===== src/hw/rtl/tsr_pkg.sv =====
`timescale 1ns / 1ps
// ----------------------------------------------------------------------------
// Triangle span raster: shared types and constants
// Command codes, phase and controller state encodings, and the control and
// status groups passed between the controller and the datapath.
// ----------------------------------------------------------------------------
package tsr_pkg;

  localparam int unsigned COLOR_W = 8;

  localparam logic CMD_START = 1'b0;
  localparam logic CMD_SPAN  = 1'b1;

  typedef enum logic [1:0] {
    PH_IDLE  = 2'd0,
    PH_UPPER = 2'd1,
    PH_LOWER = 2'd2
  } phase_e;

  typedef enum logic [1:0] {
    PAIR_01 = 2'd0,
    PAIR_02 = 2'd1,
    PAIR_12 = 2'd2
  } pair_e;

  typedef enum logic {
    EDGE_LEFT  = 1'b0,
    EDGE_RIGHT = 1'b1
  } edge_e;

  typedef enum logic [3:0] {
    ST_IDLE,
    ST_SORT_A,
    ST_SORT_B,
    ST_SORT_C,
    ST_INIT,
    ST_WALK_L,
    ST_DIV_L,
    ST_WALK_R,
    ST_DIV_R,
    ST_ADV,
    ST_PHASE,
    ST_EMIT
  } state_e;

  typedef struct packed {
    logic  load_start;
    logic  swap_en;
    pair_e swap_pair;
    logic  init;
    edge_e walk_edge;
    logic  walk_fast;
    logic  div_start;
    logic  walk_div;
    logic  advance;
    logic  phase_step;
    logic  stage_done;
    logic  emit;
  } tsr_ctl_t;

  typedef struct packed {
    logic active;
    logic need_walk;
    logic fast;
    logic div_done;
    logic out_free;
  } tsr_stat_t;

endpackage


===== src/hw/rtl/tsr_cmd_if.sv =====
`timescale 1ns / 1ps
// ----------------------------------------------------------------------------
// Triangle span raster: command channel
// Valid/ready channel carrying start and span commands with vertex data.
// ----------------------------------------------------------------------------
interface tsr_cmd_if #(
  parameter int unsigned COORD_BITS = 16
) ();

  logic                               valid;
  logic                               ready;
  logic                               cmd;
  logic [tsr_pkg::COLOR_W-1:0]        color;
  logic signed [COORD_BITS-1:0]       ax;
  logic signed [COORD_BITS-1:0]       ay;
  logic signed [COORD_BITS-1:0]       bx;
  logic signed [COORD_BITS-1:0]       by_coord;
  logic signed [COORD_BITS-1:0]       cx;
  logic signed [COORD_BITS-1:0]       cy;

  modport source (
    output valid, cmd, color, ax, ay, bx, by_coord, cx, cy,
    input  ready
  );

  modport sink (
    input  valid, cmd, color, ax, ay, bx, by_coord, cx, cy,
    output ready
  );

endinterface


===== src/hw/rtl/tsr_span_if.sv =====
`timescale 1ns / 1ps
// ----------------------------------------------------------------------------
// Triangle span raster: span channel
// Valid/ready channel carrying one span or a done indication per item.
// ----------------------------------------------------------------------------
interface tsr_span_if #(
  parameter int unsigned COORD_BITS = 16
) ();

  logic                               valid;
  logic                               ready;
  logic signed [COORD_BITS-1:0]       span_x;
  logic signed [COORD_BITS-1:0]       span_y;
  logic [COORD_BITS-1:0]              span_width;
  logic [tsr_pkg::COLOR_W-1:0]        span_color;
  logic                               last_span;
  logic                               done_res;

  modport source (
    output valid, span_x, span_y, span_width, span_color, last_span, done_res,
    input  ready
  );

  modport sink (
    input  valid, span_x, span_y, span_width, span_color, last_span, done_res,
    output ready
  );

endinterface


===== src/hw/rtl/tsr_div.sv =====
`timescale 1ns / 1ps
// ----------------------------------------------------------------------------
// Triangle span raster: edge step divider
// Restoring divider, one quotient bit per cycle.
// ----------------------------------------------------------------------------
module tsr_div #(
  parameter int unsigned NUM_W = 19,
  parameter int unsigned DEN_W = 17
) (
  input  logic             clk_i,
  input  logic             rst_ni,
  input  logic             start_i,
  input  logic [NUM_W-1:0] num_i,
  input  logic [DEN_W-1:0] den_i,
  output logic             done_o,
  output logic [NUM_W-1:0] quo_o,
  output logic [DEN_W-1:0] rem_o
);

  localparam int unsigned CNT_W = $clog2(NUM_W);

  logic             busy_q, busy_d;
  logic             done_q, done_d;
  logic [CNT_W-1:0] cnt_q, cnt_d;
  logic [DEN_W-1:0] rem_q, rem_d;
  logic [NUM_W-1:0] quo_q, quo_d;
  logic [DEN_W-1:0] den_q, den_d;
  logic [DEN_W:0]   trial;
  logic [DEN_W:0]   diff;
  logic             last_step;

  assign trial     = {rem_q, quo_q[NUM_W-1]};
  assign diff      = trial - {1'b0, den_q};
  assign last_step = (cnt_q == CNT_W'(NUM_W - 1));

  always_comb begin
    busy_d = busy_q;
    cnt_d  = cnt_q;
    rem_d  = rem_q;
    quo_d  = quo_q;
    den_d  = den_q;
    done_d = busy_q && last_step;
    if (start_i) begin
      busy_d = 1'b1;
      cnt_d  = '0;
      rem_d  = '0;
      quo_d  = num_i;
      den_d  = den_i;
    end else if (busy_q) begin
      rem_d = diff[DEN_W] ? trial[DEN_W-1:0] : diff[DEN_W-1:0];
      quo_d = {quo_q[NUM_W-2:0], ~diff[DEN_W]};
      cnt_d = cnt_q + CNT_W'(1);
      if (last_step) begin
        busy_d = 1'b0;
      end
    end
  end

  always_ff @(posedge clk_i or negedge rst_ni) begin
    if (!rst_ni) begin
      busy_q <= 1'b0;
      done_q <= 1'b0;
    end else begin
      busy_q <= busy_d;
      done_q <= done_d;
    end
  end

  always_ff @(posedge clk_i) begin
    cnt_q <= cnt_d;
    rem_q <= rem_d;
    quo_q <= quo_d;
    den_q <= den_d;
  end

  assign done_o = done_q;
  assign quo_o  = quo_q;
  assign rem_o  = rem_q;

endmodule


===== src/hw/rtl/tsr_ctrl.sv =====
`timescale 1ns / 1ps
// ----------------------------------------------------------------------------
// Triangle span raster: controller
// Sequences vertex sorting, edge set-up, the left and right edge walks, row advance and
// result hand-off.
// ----------------------------------------------------------------------------
module tsr_ctrl (
  input  logic               clk_i,
  input  logic               rst_ni,
  input  logic               in_valid_i,
  input  logic               in_cmd_i,
  output logic               in_ready_o,
  input  tsr_pkg::tsr_stat_t stat_i,
  output tsr_pkg::tsr_ctl_t  ctl_o
);

  tsr_pkg::state_e state_q, state_d;

  always_comb begin
    state_d = state_q;
    unique case (state_q)
      tsr_pkg::ST_IDLE: begin
        if (in_valid_i) begin
          if (in_cmd_i == tsr_pkg::CMD_START) begin
            state_d = tsr_pkg::ST_SORT_A;
          end else if (stat_i.active) begin
            state_d = tsr_pkg::ST_WALK_L;
          end else begin
            state_d = tsr_pkg::ST_EMIT;
          end
        end
      end
      tsr_pkg::ST_SORT_A: state_d = tsr_pkg::ST_SORT_B;
      tsr_pkg::ST_SORT_B: state_d = tsr_pkg::ST_SORT_C;
      tsr_pkg::ST_SORT_C: state_d = tsr_pkg::ST_INIT;
      tsr_pkg::ST_INIT:   state_d = tsr_pkg::ST_IDLE;
      tsr_pkg::ST_WALK_L: begin
        if (!stat_i.need_walk || stat_i.fast) begin
          state_d = tsr_pkg::ST_WALK_R;
        end else begin
          state_d = tsr_pkg::ST_DIV_L;
        end
      end
      tsr_pkg::ST_DIV_L: begin
        if (stat_i.div_done) begin
          state_d = tsr_pkg::ST_WALK_R;
        end
      end
      tsr_pkg::ST_WALK_R: begin
        if (!stat_i.need_walk || stat_i.fast) begin
          state_d = tsr_pkg::ST_ADV;
        end else begin
          state_d = tsr_pkg::ST_DIV_R;
        end
      end
      tsr_pkg::ST_DIV_R: begin
        if (stat_i.div_done) begin
          state_d = tsr_pkg::ST_ADV;
        end
      end
      tsr_pkg::ST_ADV:   state_d = tsr_pkg::ST_PHASE;
      tsr_pkg::ST_PHASE: state_d = tsr_pkg::ST_EMIT;
      tsr_pkg::ST_EMIT: begin
        if (stat_i.out_free) begin
          state_d = tsr_pkg::ST_IDLE;
        end
      end
      default: state_d = tsr_pkg::ST_IDLE;
    endcase
  end

  always_comb begin
    ctl_o           = '0;
    ctl_o.walk_edge = tsr_pkg::EDGE_LEFT;
    ctl_o.swap_pair = tsr_pkg::PAIR_01;
    in_ready_o      = 1'b0;
    unique case (state_q)
      tsr_pkg::ST_IDLE: begin
        in_ready_o = 1'b1;
        if (in_valid_i) begin
          if (in_cmd_i == tsr_pkg::CMD_START) begin
            ctl_o.load_start = 1'b1;
          end else if (!stat_i.active) begin
            ctl_o.stage_done = 1'b1;
          end
        end
      end
      tsr_pkg::ST_SORT_A: begin
        ctl_o.swap_en   = 1'b1;
        ctl_o.swap_pair = tsr_pkg::PAIR_01;
      end
      tsr_pkg::ST_SORT_B: begin
        ctl_o.swap_en   = 1'b1;
        ctl_o.swap_pair = tsr_pkg::PAIR_02;
      end
      tsr_pkg::ST_SORT_C: begin
        ctl_o.swap_en   = 1'b1;
        ctl_o.swap_pair = tsr_pkg::PAIR_12;
      end
      tsr_pkg::ST_INIT: ctl_o.init = 1'b1;
      tsr_pkg::ST_WALK_L, tsr_pkg::ST_WALK_R: begin
        ctl_o.walk_edge = (state_q == tsr_pkg::ST_WALK_R) ? tsr_pkg::EDGE_RIGHT
                                                           : tsr_pkg::EDGE_LEFT;
        if (stat_i.need_walk) begin
          ctl_o.walk_fast = stat_i.fast;
          ctl_o.div_start = !stat_i.fast;
        end
      end
      tsr_pkg::ST_DIV_L, tsr_pkg::ST_DIV_R: begin
        ctl_o.walk_edge = (state_q == tsr_pkg::ST_DIV_R) ? tsr_pkg::EDGE_RIGHT
                                                          : tsr_pkg::EDGE_LEFT;
        ctl_o.walk_div  = stat_i.div_done;
      end
      tsr_pkg::ST_ADV:   ctl_o.advance    = 1'b1;
      tsr_pkg::ST_PHASE: ctl_o.phase_step = 1'b1;
      tsr_pkg::ST_EMIT:  ctl_o.emit       = stat_i.out_free;
      default: ;
    endcase
  end

  always_ff @(posedge clk_i or negedge rst_ni) begin
    if (!rst_ni) begin
      state_q <= tsr_pkg::ST_IDLE;
    end else begin
      state_q <= state_d;
    end
  end

endmodule


===== src/hw/rtl/tsr_dpath.sv =====
`timescale 1ns / 1ps
// ----------------------------------------------------------------------------
// Triangle span raster: datapath
// Vertex store and sort, Bresenham edge walkers with a shared divider, row
// and phase tracking, result staging and the output register.
// ----------------------------------------------------------------------------
module tsr_dpath #(
  parameter int unsigned COORD_BITS = 16
) (
  input  logic                          clk_i,
  input  logic                          rst_ni,
  input  tsr_pkg::tsr_ctl_t             ctl_i,
  output tsr_pkg::tsr_stat_t            stat_o,
  input  logic [tsr_pkg::COLOR_W-1:0]   color_i,
  input  logic signed [COORD_BITS-1:0]  ax_i,
  input  logic signed [COORD_BITS-1:0]  ay_i,
  input  logic signed [COORD_BITS-1:0]  bx_i,
  input  logic signed [COORD_BITS-1:0]  by_i,
  input  logic signed [COORD_BITS-1:0]  cx_i,
  input  logic signed [COORD_BITS-1:0]  cy_i,
  input  logic                          out_ready_i,
  output logic                          out_valid_o,
  output logic signed [COORD_BITS-1:0]  span_x_o,
  output logic signed [COORD_BITS-1:0]  span_y_o,
  output logic [COORD_BITS-1:0]         span_width_o,
  output logic [tsr_pkg::COLOR_W-1:0]   span_color_o,
  output logic                          last_span_o,
  output logic                          done_res_o
);

  localparam int unsigned CW = COORD_BITS;
  localparam int unsigned DW = CW + 1;
  localparam int unsigned XW = CW + 2;
  localparam int unsigned EW = CW + 4;
  localparam int unsigned NW = EW - 1;
  localparam int unsigned SW = CW + 1;

  function automatic logic signed [EW-1:0] edge_init(
    input logic signed [CW-1:0] xs,
    input logic signed [CW-1:0] ys,
    input logic signed [CW-1:0] xe,
    input logic signed [CW-1:0] ye
  );
    logic signed [DW-1:0] ddx;
    logic signed [DW-1:0] ddy;
    logic signed [EW-1:0] r;
    ddx = DW'(xe) - DW'(xs);
    ddy = DW'(ye) - DW'(ys);
    if (xe >= xs) begin
      r = EW'(ddy) - EW'(ddx);
    end else begin
      r = -EW'(ddy) - EW'(ddx);
    end
    return r;
  endfunction

  logic signed [CW-1:0]        v0x_q, v0y_q, v1x_q, v1y_q, v2x_q, v2y_q;
  logic signed [CW-1:0]        v0x_d, v0y_d, v1x_d, v1y_d, v2x_d, v2y_d;
  logic [tsr_pkg::COLOR_W-1:0] fill_color_q, fill_color_d;
  logic signed [XW-1:0]        lx_q, lx_d, rx_q, rx_d;
  logic signed [EW-1:0]        le_q, le_d, re_q, re_d;
  logic signed [CW-1:0]        row_q, row_d;
  tsr_pkg::phase_e             phase_q, phase_d;

  logic signed [CW-1:0]        res_x_q, res_x_d, res_y_q, res_y_d;
  logic [CW-1:0]               res_w_q, res_w_d;
  logic                        res_last_q, res_last_d, res_done_q, res_done_d;

  logic                        out_valid_q, out_valid_d;
  logic signed [CW-1:0]        out_x_q, out_y_q;
  logic [CW-1:0]               out_w_q;
  logic [tsr_pkg::COLOR_W-1:0] out_color_q;
  logic                        out_last_q, out_done_q;

  logic                        upper;
  logic signed [CW-1:0]        l_xs, l_xe, l_ys, l_ye;
  logic signed [CW-1:0]        w_xs, w_xe, w_ys, w_ye;
  logic signed [XW-1:0]        w_x;
  logic signed [EW-1:0]        w_e;
  logic signed [DW-1:0]        w_dy;
  logic [SW-1:0]               w_s;
  logic                        w_inc, w_neg;
  logic [NW-1:0]               w_num;
  logic [NW-1:0]               a_q;
  logic [SW-1:0]               a_r;
  logic signed [XW-1:0]        n_step;
  logic signed [XW-1:0]        x_new;
  logic signed [EW-1:0]        s_e, r_e, e_new;
  logic signed [DW-1:0]        ldx, rdx;
  logic signed [XW:0]          xdiff;
  logic [XW:0]                 xabs;

  logic                        div_done;
  logic [NW-1:0]               div_quo;
  logic [SW-1:0]               div_rem;

  tsr_div #(
    .NUM_W(NW),
    .DEN_W(SW)
  ) u_div (
    .clk_i  (clk_i),
    .rst_ni (rst_ni),
    .start_i(ctl_i.div_start),
    .num_i  (w_num),
    .den_i  (w_s),
    .done_o (div_done),
    .quo_o  (div_quo),
    .rem_o  (div_rem)
  );

  // Left edge runs v0 to v1 in the upper half, v1 to v2 in the lower half
  assign upper = (phase_q == tsr_pkg::PH_UPPER);
  assign l_xs  = upper ? v0x_q : v1x_q;
  assign l_xe  = upper ? v1x_q : v2x_q;
  assign l_ys  = upper ? v0y_q : v1y_q;
  assign l_ye  = upper ? v1y_q : v2y_q;

  always_comb begin
    if (ctl_i.walk_edge == tsr_pkg::EDGE_RIGHT) begin
      w_xs = v0x_q;
      w_xe = v2x_q;
      w_ys = v0y_q;
      w_ye = v2y_q;
      w_x  = rx_q;
      w_e  = re_q;
    end else begin
      w_xs = l_xs;
      w_xe = l_xe;
      w_ys = l_ys;
      w_ye = l_ye;
      w_x  = lx_q;
      w_e  = le_q;
    end
  end

  // Steps needed: floor(num / 2dy) + 1, num = -e-1 when rising, e when falling
  assign w_inc  = (w_xe >= w_xs);
  assign w_dy   = DW'(w_ye) - DW'(w_ys);
  assign w_s    = {w_dy[CW-1:0], 1'b0};
  assign w_neg  = w_e[EW-1];
  assign w_num  = w_neg ? ~w_e[NW-1:0] : w_e[NW-1:0];

  assign a_q    = ctl_i.walk_div ? div_quo : '0;
  assign a_r    = ctl_i.walk_div ? div_rem : w_num[SW-1:0];
  assign n_step = XW'(a_q) + XW'(1);
  assign x_new  = w_inc ? (w_x + n_step) : (w_x - n_step);
  assign s_e    = EW'(w_s);
  assign r_e    = EW'(a_r);
  assign e_new  = w_inc ? (s_e - r_e - EW'(1)) : (r_e - s_e);

  assign ldx    = DW'(l_xe) - DW'(l_xs);
  assign rdx    = DW'(v2x_q) - DW'(v0x_q);
  assign xdiff  = (XW+1)'(rx_q) - (XW+1)'(lx_q);
  assign xabs   = xdiff[XW] ? (-xdiff) : xdiff;

  always_comb begin
    v0x_d        = v0x_q;
    v0y_d        = v0y_q;
    v1x_d        = v1x_q;
    v1y_d        = v1y_q;
    v2x_d        = v2x_q;
    v2y_d        = v2y_q;
    fill_color_d = fill_color_q;
    lx_d         = lx_q;
    rx_d         = rx_q;
    le_d         = le_q;
    re_d         = re_q;
    row_d        = row_q;
    phase_d      = phase_q;
    res_x_d      = res_x_q;
    res_y_d      = res_y_q;
    res_w_d      = res_w_q;
    res_last_d   = res_last_q;
    res_done_d   = res_done_q;

    if (ctl_i.load_start) begin
      v0x_d        = ax_i;
      v0y_d        = ay_i;
      v1x_d        = bx_i;
      v1y_d        = by_i;
      v2x_d        = cx_i;
      v2y_d        = cy_i;
      fill_color_d = color_i;
    end

    if (ctl_i.swap_en) begin
      case (ctl_i.swap_pair)
        tsr_pkg::PAIR_01: begin
          if (v1y_q < v0y_q) begin
            v0x_d = v1x_q; v0y_d = v1y_q;
            v1x_d = v0x_q; v1y_d = v0y_q;
          end
        end
        tsr_pkg::PAIR_02: begin
          if (v2y_q < v0y_q) begin
            v0x_d = v2x_q; v0y_d = v2y_q;
            v2x_d = v0x_q; v2y_d = v0y_q;
          end
        end
        tsr_pkg::PAIR_12: begin
          if (v2y_q < v1y_q) begin
            v1x_d = v2x_q; v1y_d = v2y_q;
            v2x_d = v1x_q; v2y_d = v1y_q;
          end
        end
        default: ;
      endcase
    end

    if (ctl_i.init) begin
      rx_d  = XW'(v0x_q);
      re_d  = edge_init(v0x_q, v0y_q, v2x_q, v2y_q);
      row_d = v0y_q;
      if (v0y_q < v1y_q) begin
        lx_d    = XW'(v0x_q);
        le_d    = edge_init(v0x_q, v0y_q, v1x_q, v1y_q);
        phase_d = tsr_pkg::PH_UPPER;
      end else begin
        lx_d    = XW'(v1x_q);
        le_d    = edge_init(v1x_q, v1y_q, v2x_q, v2y_q);
        phase_d = (v0y_q < v2y_q) ? tsr_pkg::PH_LOWER : tsr_pkg::PH_IDLE;
      end
    end

    if (ctl_i.walk_fast || ctl_i.walk_div) begin
      if (ctl_i.walk_edge == tsr_pkg::EDGE_RIGHT) begin
        rx_d = x_new;
        re_d = e_new;
      end else begin
        lx_d = x_new;
        le_d = e_new;
      end
    end

    if (ctl_i.advance) begin
      res_x_d    = (lx_q < rx_q) ? lx_q[CW-1:0] : rx_q[CW-1:0];
      res_y_d    = row_q;
      res_w_d    = xabs[CW-1:0];
      res_done_d = 1'b0;
      le_d       = le_q - (EW'(ldx) + EW'(ldx));
      re_d       = re_q - (EW'(rdx) + EW'(rdx));
      row_d      = row_q + CW'(1);
    end

    if (ctl_i.phase_step) begin
      if (upper) begin
        if (row_q >= v1y_q) begin
          lx_d    = XW'(v1x_q);
          le_d    = edge_init(v1x_q, v1y_q, v2x_q, v2y_q);
          phase_d = (row_q < v2y_q) ? tsr_pkg::PH_LOWER : tsr_pkg::PH_IDLE;
        end
      end else if (row_q >= v2y_q) begin
        phase_d = tsr_pkg::PH_IDLE;
      end
      res_last_d = (phase_d == tsr_pkg::PH_IDLE);
    end

    if (ctl_i.stage_done) begin
      res_x_d    = '0;
      res_y_d    = '0;
      res_w_d    = '0;
      res_last_d = 1'b0;
      res_done_d = 1'b1;
    end
  end

  always_comb begin
    out_valid_d = out_valid_q;
    if (ctl_i.emit) begin
      out_valid_d = 1'b1;
    end else if (out_ready_i) begin
      out_valid_d = 1'b0;
    end
  end

  always_ff @(posedge clk_i or negedge rst_ni) begin
    if (!rst_ni) begin
      phase_q     <= tsr_pkg::PH_IDLE;
      out_valid_q <= 1'b0;
    end else begin
      phase_q     <= phase_d;
      out_valid_q <= out_valid_d;
    end
  end

  always_ff @(posedge clk_i) begin
    v0x_q        <= v0x_d;
    v0y_q        <= v0y_d;
    v1x_q        <= v1x_d;
    v1y_q        <= v1y_d;
    v2x_q        <= v2x_d;
    v2y_q        <= v2y_d;
    fill_color_q <= fill_color_d;
    lx_q         <= lx_d;
    rx_q         <= rx_d;
    le_q         <= le_d;
    re_q         <= re_d;
    row_q        <= row_d;
    res_x_q      <= res_x_d;
    res_y_q      <= res_y_d;
    res_w_q      <= res_w_d;
    res_last_q   <= res_last_d;
    res_done_q   <= res_done_d;
    if (ctl_i.emit) begin
      out_x_q     <= res_x_q;
      out_y_q     <= res_y_q;
      out_w_q     <= res_w_q;
      out_color_q <= res_done_q ? '0 : fill_color_q;
      out_last_q  <= res_last_q;
      out_done_q  <= res_done_q;
    end
  end

  assign stat_o.active    = (phase_q != tsr_pkg::PH_IDLE);
  assign stat_o.need_walk = w_inc ? w_neg : ~w_neg;
  assign stat_o.fast      = (w_num < NW'(w_s));
  assign stat_o.div_done  = div_done;
  assign stat_o.out_free  = ~out_valid_q | out_ready_i;

  assign out_valid_o  = out_valid_q;
  assign span_x_o     = out_x_q;
  assign span_y_o     = out_y_q;
  assign span_width_o = out_w_q;
  assign span_color_o = out_color_q;
  assign last_span_o  = out_last_q;
  assign done_res_o   = out_done_q;

endmodule


===== src/hw/rtl/triangle_span_raster_unit.sv =====
`timescale 1ns / 1ps
// ----------------------------------------------------------------------------
// Triangle span raster unit
// Scanline triangle fill: a start item loads three vertices and a colour
// index; each span item returns one horizontal span of the triangle.
//
// Usage:
//   cmd_i  takes items; cmd = 0 starts a triangle, cmd = 1 asks for a span.
//   span_o returns one item per span request and none per start. With no
//          triangle pending the item has done_res set and all else zero;
//          last_span marks the final span of a triangle.
// Steps:
//   start: sort in three compare/exchange steps, then edge set-up.
//   span:  an edge that moves by less than one divisor step is walked
//          directly; each edge that jumps further runs the shared
//          restoring divider.
//   done:  staged straight from idle, with no edge walk.
//   One item is in work at a time; cmd_i.ready is high whenever the
//   controller is idle.
// Reset clears the controller, divider and output valid; no triangle is
// pending. A stalled result sits in the output register and the next item
// is still accepted; its result waits until the register frees.
// ----------------------------------------------------------------------------
module triangle_span_raster_unit #(
  parameter int unsigned COORD_BITS = 16
) (
  input  logic      clk_i,
  input  logic      rst_ni,
  tsr_cmd_if.sink   cmd_i,
  tsr_span_if.source span_o
);

  tsr_pkg::tsr_ctl_t  ctl;
  tsr_pkg::tsr_stat_t stat;
  logic               in_ready;

  tsr_ctrl u_ctrl (
    .clk_i     (clk_i),
    .rst_ni    (rst_ni),
    .in_valid_i(cmd_i.valid),
    .in_cmd_i  (cmd_i.cmd),
    .in_ready_o(in_ready),
    .stat_i    (stat),
    .ctl_o     (ctl)
  );

  tsr_dpath #(
    .COORD_BITS(COORD_BITS)
  ) u_dpath (
    .clk_i       (clk_i),
    .rst_ni      (rst_ni),
    .ctl_i       (ctl),
    .stat_o      (stat),
    .color_i     (cmd_i.color),
    .ax_i        (cmd_i.ax),
    .ay_i        (cmd_i.ay),
    .bx_i        (cmd_i.bx),
    .by_i        (cmd_i.by_coord),
    .cx_i        (cmd_i.cx),
    .cy_i        (cmd_i.cy),
    .out_ready_i (span_o.ready),
    .out_valid_o (span_o.valid),
    .span_x_o    (span_o.span_x),
    .span_y_o    (span_o.span_y),
    .span_width_o(span_o.span_width),
    .span_color_o(span_o.span_color),
    .last_span_o (span_o.last_span),
    .done_res_o  (span_o.done_res)
  );

  assign cmd_i.ready = in_ready;

endmodule


===== src/flat_wrapper.sv =====
// flat-port wrapper written by rule: the top's interface ports become plain ports
module triangle_span_raster_unit_flat 
#(
  parameter int unsigned COORD_BITS = 16
)
  (clk_i, rst_ni, cmd_i_valid, cmd_i_cmd, cmd_i_color, cmd_i_ax, cmd_i_ay, cmd_i_bx, cmd_i_by_coord, cmd_i_cx, cmd_i_cy, cmd_i_ready, span_o_valid, span_o_span_x, span_o_span_y, span_o_span_width, span_o_span_color, span_o_last_span, span_o_done_res, span_o_ready);
  tsr_cmd_if #(.COORD_BITS(COORD_BITS)) cmd_i_i ();
  tsr_span_if #(.COORD_BITS(COORD_BITS)) span_o_i ();
  input  logic clk_i;
  input  logic rst_ni;
  input wire logic [$bits(cmd_i_i.valid)-1:0] cmd_i_valid;
  input wire logic [$bits(cmd_i_i.cmd)-1:0] cmd_i_cmd;
  input wire logic [$bits(cmd_i_i.color)-1:0] cmd_i_color;
  input wire logic [$bits(cmd_i_i.ax)-1:0] cmd_i_ax;
  input wire logic [$bits(cmd_i_i.ay)-1:0] cmd_i_ay;
  input wire logic [$bits(cmd_i_i.bx)-1:0] cmd_i_bx;
  input wire logic [$bits(cmd_i_i.by_coord)-1:0] cmd_i_by_coord;
  input wire logic [$bits(cmd_i_i.cx)-1:0] cmd_i_cx;
  input wire logic [$bits(cmd_i_i.cy)-1:0] cmd_i_cy;
  output wire logic [$bits(cmd_i_i.ready)-1:0] cmd_i_ready;
  output wire logic [$bits(span_o_i.valid)-1:0] span_o_valid;
  output wire logic [$bits(span_o_i.span_x)-1:0] span_o_span_x;
  output wire logic [$bits(span_o_i.span_y)-1:0] span_o_span_y;
  output wire logic [$bits(span_o_i.span_width)-1:0] span_o_span_width;
  output wire logic [$bits(span_o_i.span_color)-1:0] span_o_span_color;
  output wire logic [$bits(span_o_i.last_span)-1:0] span_o_last_span;
  output wire logic [$bits(span_o_i.done_res)-1:0] span_o_done_res;
  input wire logic [$bits(span_o_i.ready)-1:0] span_o_ready;
  assign cmd_i_i.valid = cmd_i_valid;
  assign cmd_i_i.cmd = cmd_i_cmd;
  assign cmd_i_i.color = cmd_i_color;
  assign cmd_i_i.ax = cmd_i_ax;
  assign cmd_i_i.ay = cmd_i_ay;
  assign cmd_i_i.bx = cmd_i_bx;
  assign cmd_i_i.by_coord = cmd_i_by_coord;
  assign cmd_i_i.cx = cmd_i_cx;
  assign cmd_i_i.cy = cmd_i_cy;
  assign cmd_i_ready = cmd_i_i.ready;
  assign span_o_valid = span_o_i.valid;
  assign span_o_span_x = span_o_i.span_x;
  assign span_o_span_y = span_o_i.span_y;
  assign span_o_span_width = span_o_i.span_width;
  assign span_o_span_color = span_o_i.span_color;
  assign span_o_last_span = span_o_i.last_span;
  assign span_o_done_res = span_o_i.done_res;
  assign span_o_i.ready = span_o_ready;
  triangle_span_raster_unit #(.COORD_BITS(COORD_BITS)) u_core (.clk_i(clk_i), .rst_ni(rst_ni), .cmd_i(cmd_i_i), .span_o(span_o_i));
endmodule

===== config.mk =====
export PLATFORM = sky130hd
export DESIGN_NAME = triangle_span_raster_unit_flat
export DESIGN_NICKNAME = d
export VERILOG_FILES = /design/src/hw/rtl/tsr_pkg.sv /design/src/hw/rtl/tsr_cmd_if.sv /design/src/hw/rtl/tsr_span_if.sv /design/src/hw/rtl/tsr_div.sv /design/src/hw/rtl/tsr_ctrl.sv /design/src/hw/rtl/tsr_dpath.sv /design/src/hw/rtl/triangle_span_raster_unit.sv /design/src/flat_wrapper.sv
export SDC_FILE = /design/constraint.sdc
export NUM_CORES = 2
export LEC_CHECK = 0
export BUFFER_PORTS_ARGS = -buffer_cell sky130_fd_sc_hd__buf_2
export CORE_MARGIN = 2
export CORE_UTILIZATION = 65
export DETAILED_ROUTE_END_ITERATION = 10
export GPL_TIMING_DRIVEN = 1
export PLACE_DENSITY_LB_ADDON = 0.2
export SYNTH_ARGS = -nofsm -noshare
export SYNTH_HDL_FRONTEND = slang
export SYNTH_SLANG_ARGS = --single-unit

===== constraint.sdc =====
create_clock -name clk_i -period 19.55 [get_ports clk_i]
set_input_delay 3.91 -clock clk_i [delete_from_list [all_inputs] [get_ports clk_i]]
set_output_delay 3.91 -clock clk_i [all_outputs]
set_load 0.02 [all_outputs]

==> metrics.yaml <==
detailed_routing:
  vias_per_cell: 6.70
  first_pass_iters: 9
  wirelength_um: 146000
  drc: 0
  drtIter0Drc: 5124
  detail_route.wl_per_cell_um: 24.2
  via_count: 40456
  drtAntennaViolNets: 0
synth:
  yosys.area.top_type: "ha_1"
  yosys.area.top_type_share: 0.148
  synthDistinctLibCells: 96
  synth_area_um2: 40000
  syn_nets: 5814
  post-synth-top-count-cell: "nor2_1"
  yosys-top-cells-count: "487 x nor2_1, 482 x nand2_1, 473 x ha_1, 425 x a21oi_1, 406 x o21ai_0"
  synth_seq_cells: 370
  synth_edf_count: 117
  ys.flop_type: "dfxtp_1"
  yosysSeqAreaShare: 0.216
  ys_top_cells_by_area: "ha_1 15%, dfxtp_1 12%, edfxtp_1 8.8%"
  ys_warn_count: 0
  synthCells: 5213
  async_reset_ff_frac: 0.0243
  avgSynthCellArea_um2: 7.67
critical_path:
  crit_fanout: 53
  rrSetupSlack_ns: 11.14
  rr_startpoint: "u_core.u_ctrl.state_q[3]"
  cp-end-kind: "flip-flop"
  worstSetupPathType: "reg -> reg"
  reg2regPathDepth: 23
  cp-start-kind: "flip-flop"
  crit_arrival_ns: 8.90
  crit_required_ns: 20.04
  r2r-end: "u_core.u_dpath.le_q[18]"
timing:
  hold_viol_final: 0
  period_minus_slack_ns: 8.41
  rsz0062_at_grt: "false"
  worst-slew-pin-transition_ns: 1.30
  clock.fmax_mhz: 119
  fin_skew_ns: 0.0251
  slew_headroom: 0.121
  setup-tns-final_ns: 0
  setup_violations: 0
  period_share: 0.430
  slew_violations: 0
cts:
  post_cts_buffers: 0
  cts_buffer_depth: 3
  cts_made_buffers: 45
  clk_latency_ns: 0.61
  clock-root-buffer: "clkbuf_16"
  cts_tree: "built"
  cts.sinks: 370
  cts_resized: 0
  clkTransAtPathRegs_ns: 0.06
  h-tree-depth: 2
  holdBufCountCts: 0
layout:
  drive_gt1_frac: 0.0742
  area_growth_pct: 7.30
  nNetsFinal: 5821
hold_path:
  holdCritStartpoint: "u_core.u_dpath.res_y_q[11]"
  holdCritPathClass: "reg -> reg"
  min_to: "u_core.u_dpath.span_y_o[11]"
  hold_depth: 0
run_status:
  outcome: "finished, final reports clean"
place:
  port-buffer-count: 168
  hpwl_um: 111000
  place_congestion: 1.07
global_route:
  track_usage: 0.444
  grt_start_max_net_pins: 108
  grt_pass1_vias: 37222
  grt_pass1_wl_um: 219000
  grt-ovfl-total: 0
  grt_antenna_before_repair: 4
floorplan:
  boundaryPins: 169
  die_h_um: 252
  start_util: 0.660
  die_x_um: 252
  core_um2: 60600
  die_area_um2: 63500
  row_count: 90
flow_run:
  maxCapViolCount: 0
-- worst max-delay path: stages (launching register included) --
cell      delay, ns
dfrtp_1        0.82
nor2b_1        0.24
a22o_4         0.52
nor2_2         0.84
mux2_2         0.42
ha_1           0.23
fa_1           0.46
nand2b_1       0.19
a21oi_1        0.31
o21ai_0        0.41
nor2_1         0.55
inv_1          0.10
ha_1           0.51
nand2_1        0.13
o41ai_1        0.10
a21oi_1        0.40
mux2_2         0.39
o221ai_1       0.24
nand2_1        0.19
nand4b_1       0.21
nor4_2         0.06
or3b_1         0.43
nand2b_1       0.17
a221o_1        0.32
-- metrics by stage --
step / util / std cells / instance area [um^2] / hold slack (ns) / worst slack (ns)
after CTS: 0.708 / 6038 / 42900 / 0.428 / 11.51
after detailed placement: 0.682 / 5955 / 41300 / 0.414 / 11.53
after floorplan: - / 5213 / 40000 / 0.403 / 11.10
after global routing: 0.708 / 6038 / 42900 / 0.443 / 10.83
final: 0.708 / 6042 / 42900 / 0.429 / 11.14
after global placement: 0.682 / 5955 / 41300 / 0.411 / 11.61
-- cell type report --
type,instances,area (um^2)
inverters,377,1420
fillers,5020,17700
multi-input cells,4211,29100
well taps,782,978
diodes,4,10.0
clock buffers,63,1280
clock inverters,20,283
repair buffers,215,1190
flip-flops and latches,370,8620
-- logic make-up (layout without fill, tap and decap cells) --
logic type	after synthesis	in the layout	synth area share
other	0	4	0
AOI/OAI and AO/OA	1619	1619	0.262
muxes	190	190	0.0482
xor gates and xnor gates	365	365	0.0808
adders and majority gates	493	493	0.158
and+or+nand+nor	1544	1544	0.176
buffers and inverters	632	675	0.0599
DFF	370	370	0.216
-- cells in the final DEF, fill, tap and decap left out, drive strengths merged, types with 49 or more instances in the layout --
| cell | count |
|---|---|
| nor2 | 487 |
| mux2i | 170 |
| ha | 473 |
| clkbuf | 63 |
| o21a | 49 |
| edfxtp | 117 |
| nand2b | 59 |
| nor3 | 113 |
| nor2b | 67 |
| a211oi | 109 |
| a21o | 146 |
| xnor2 | 222 |
| o21ai | 410 |
| xor2 | 143 |
| buf | 215 |
| nand3 | 133 |
| dfxtp | 244 |
| nand2 | 483 |
| a21oi | 426 |
| inv | 381 |
| a221o | 66 |
-- routing by layer --
layer	GRT usage	routed length [um]
met2	0.690	62700
met4	0.285	11400
met1	0.560	55500
met3	0.0929	16700
met5	0	12
-- registers in the layout (all words and copies together), names as in the netlist, 17 cells and up --
name / cells
u_core.u_dpath.le_q: 20
u_core.u_dpath.re_q: 20
u_core.u_dpath.u_div.quo_o: 19
u_core.u_dpath.lx_q: 18
u_core.u_dpath.rx_q: 18
u_core.u_dpath.u_div.rem_o: 17
-- worst max-delay path by stage --
stage                                   startpoint                        end  slack, ns  cells past startpoint
after floorplan                       span_o_ready  u_core.u_dpath.done_res_o      11.10                      2
after global placement    u_core.u_ctrl.state_q[3]    u_core.u_dpath.le_q[17]      11.61                     23
after detailed placement  u_core.u_ctrl.state_q[3]    u_core.u_dpath.le_q[17]      11.53                     23
after CTS                 u_core.u_ctrl.state_q[3]    u_core.u_dpath.le_q[17]      11.51                     23
after global routing      u_core.u_ctrl.state_q[3]    u_core.u_dpath.re_q[19]      10.83                     26
final                     u_core.u_ctrl.state_q[3]    u_core.u_dpath.le_q[18]      11.14                     23
Power is left out: the tool's default activity adds up to more than one toggle a clock period on the data nets, which glitch-free logic cannot reach.
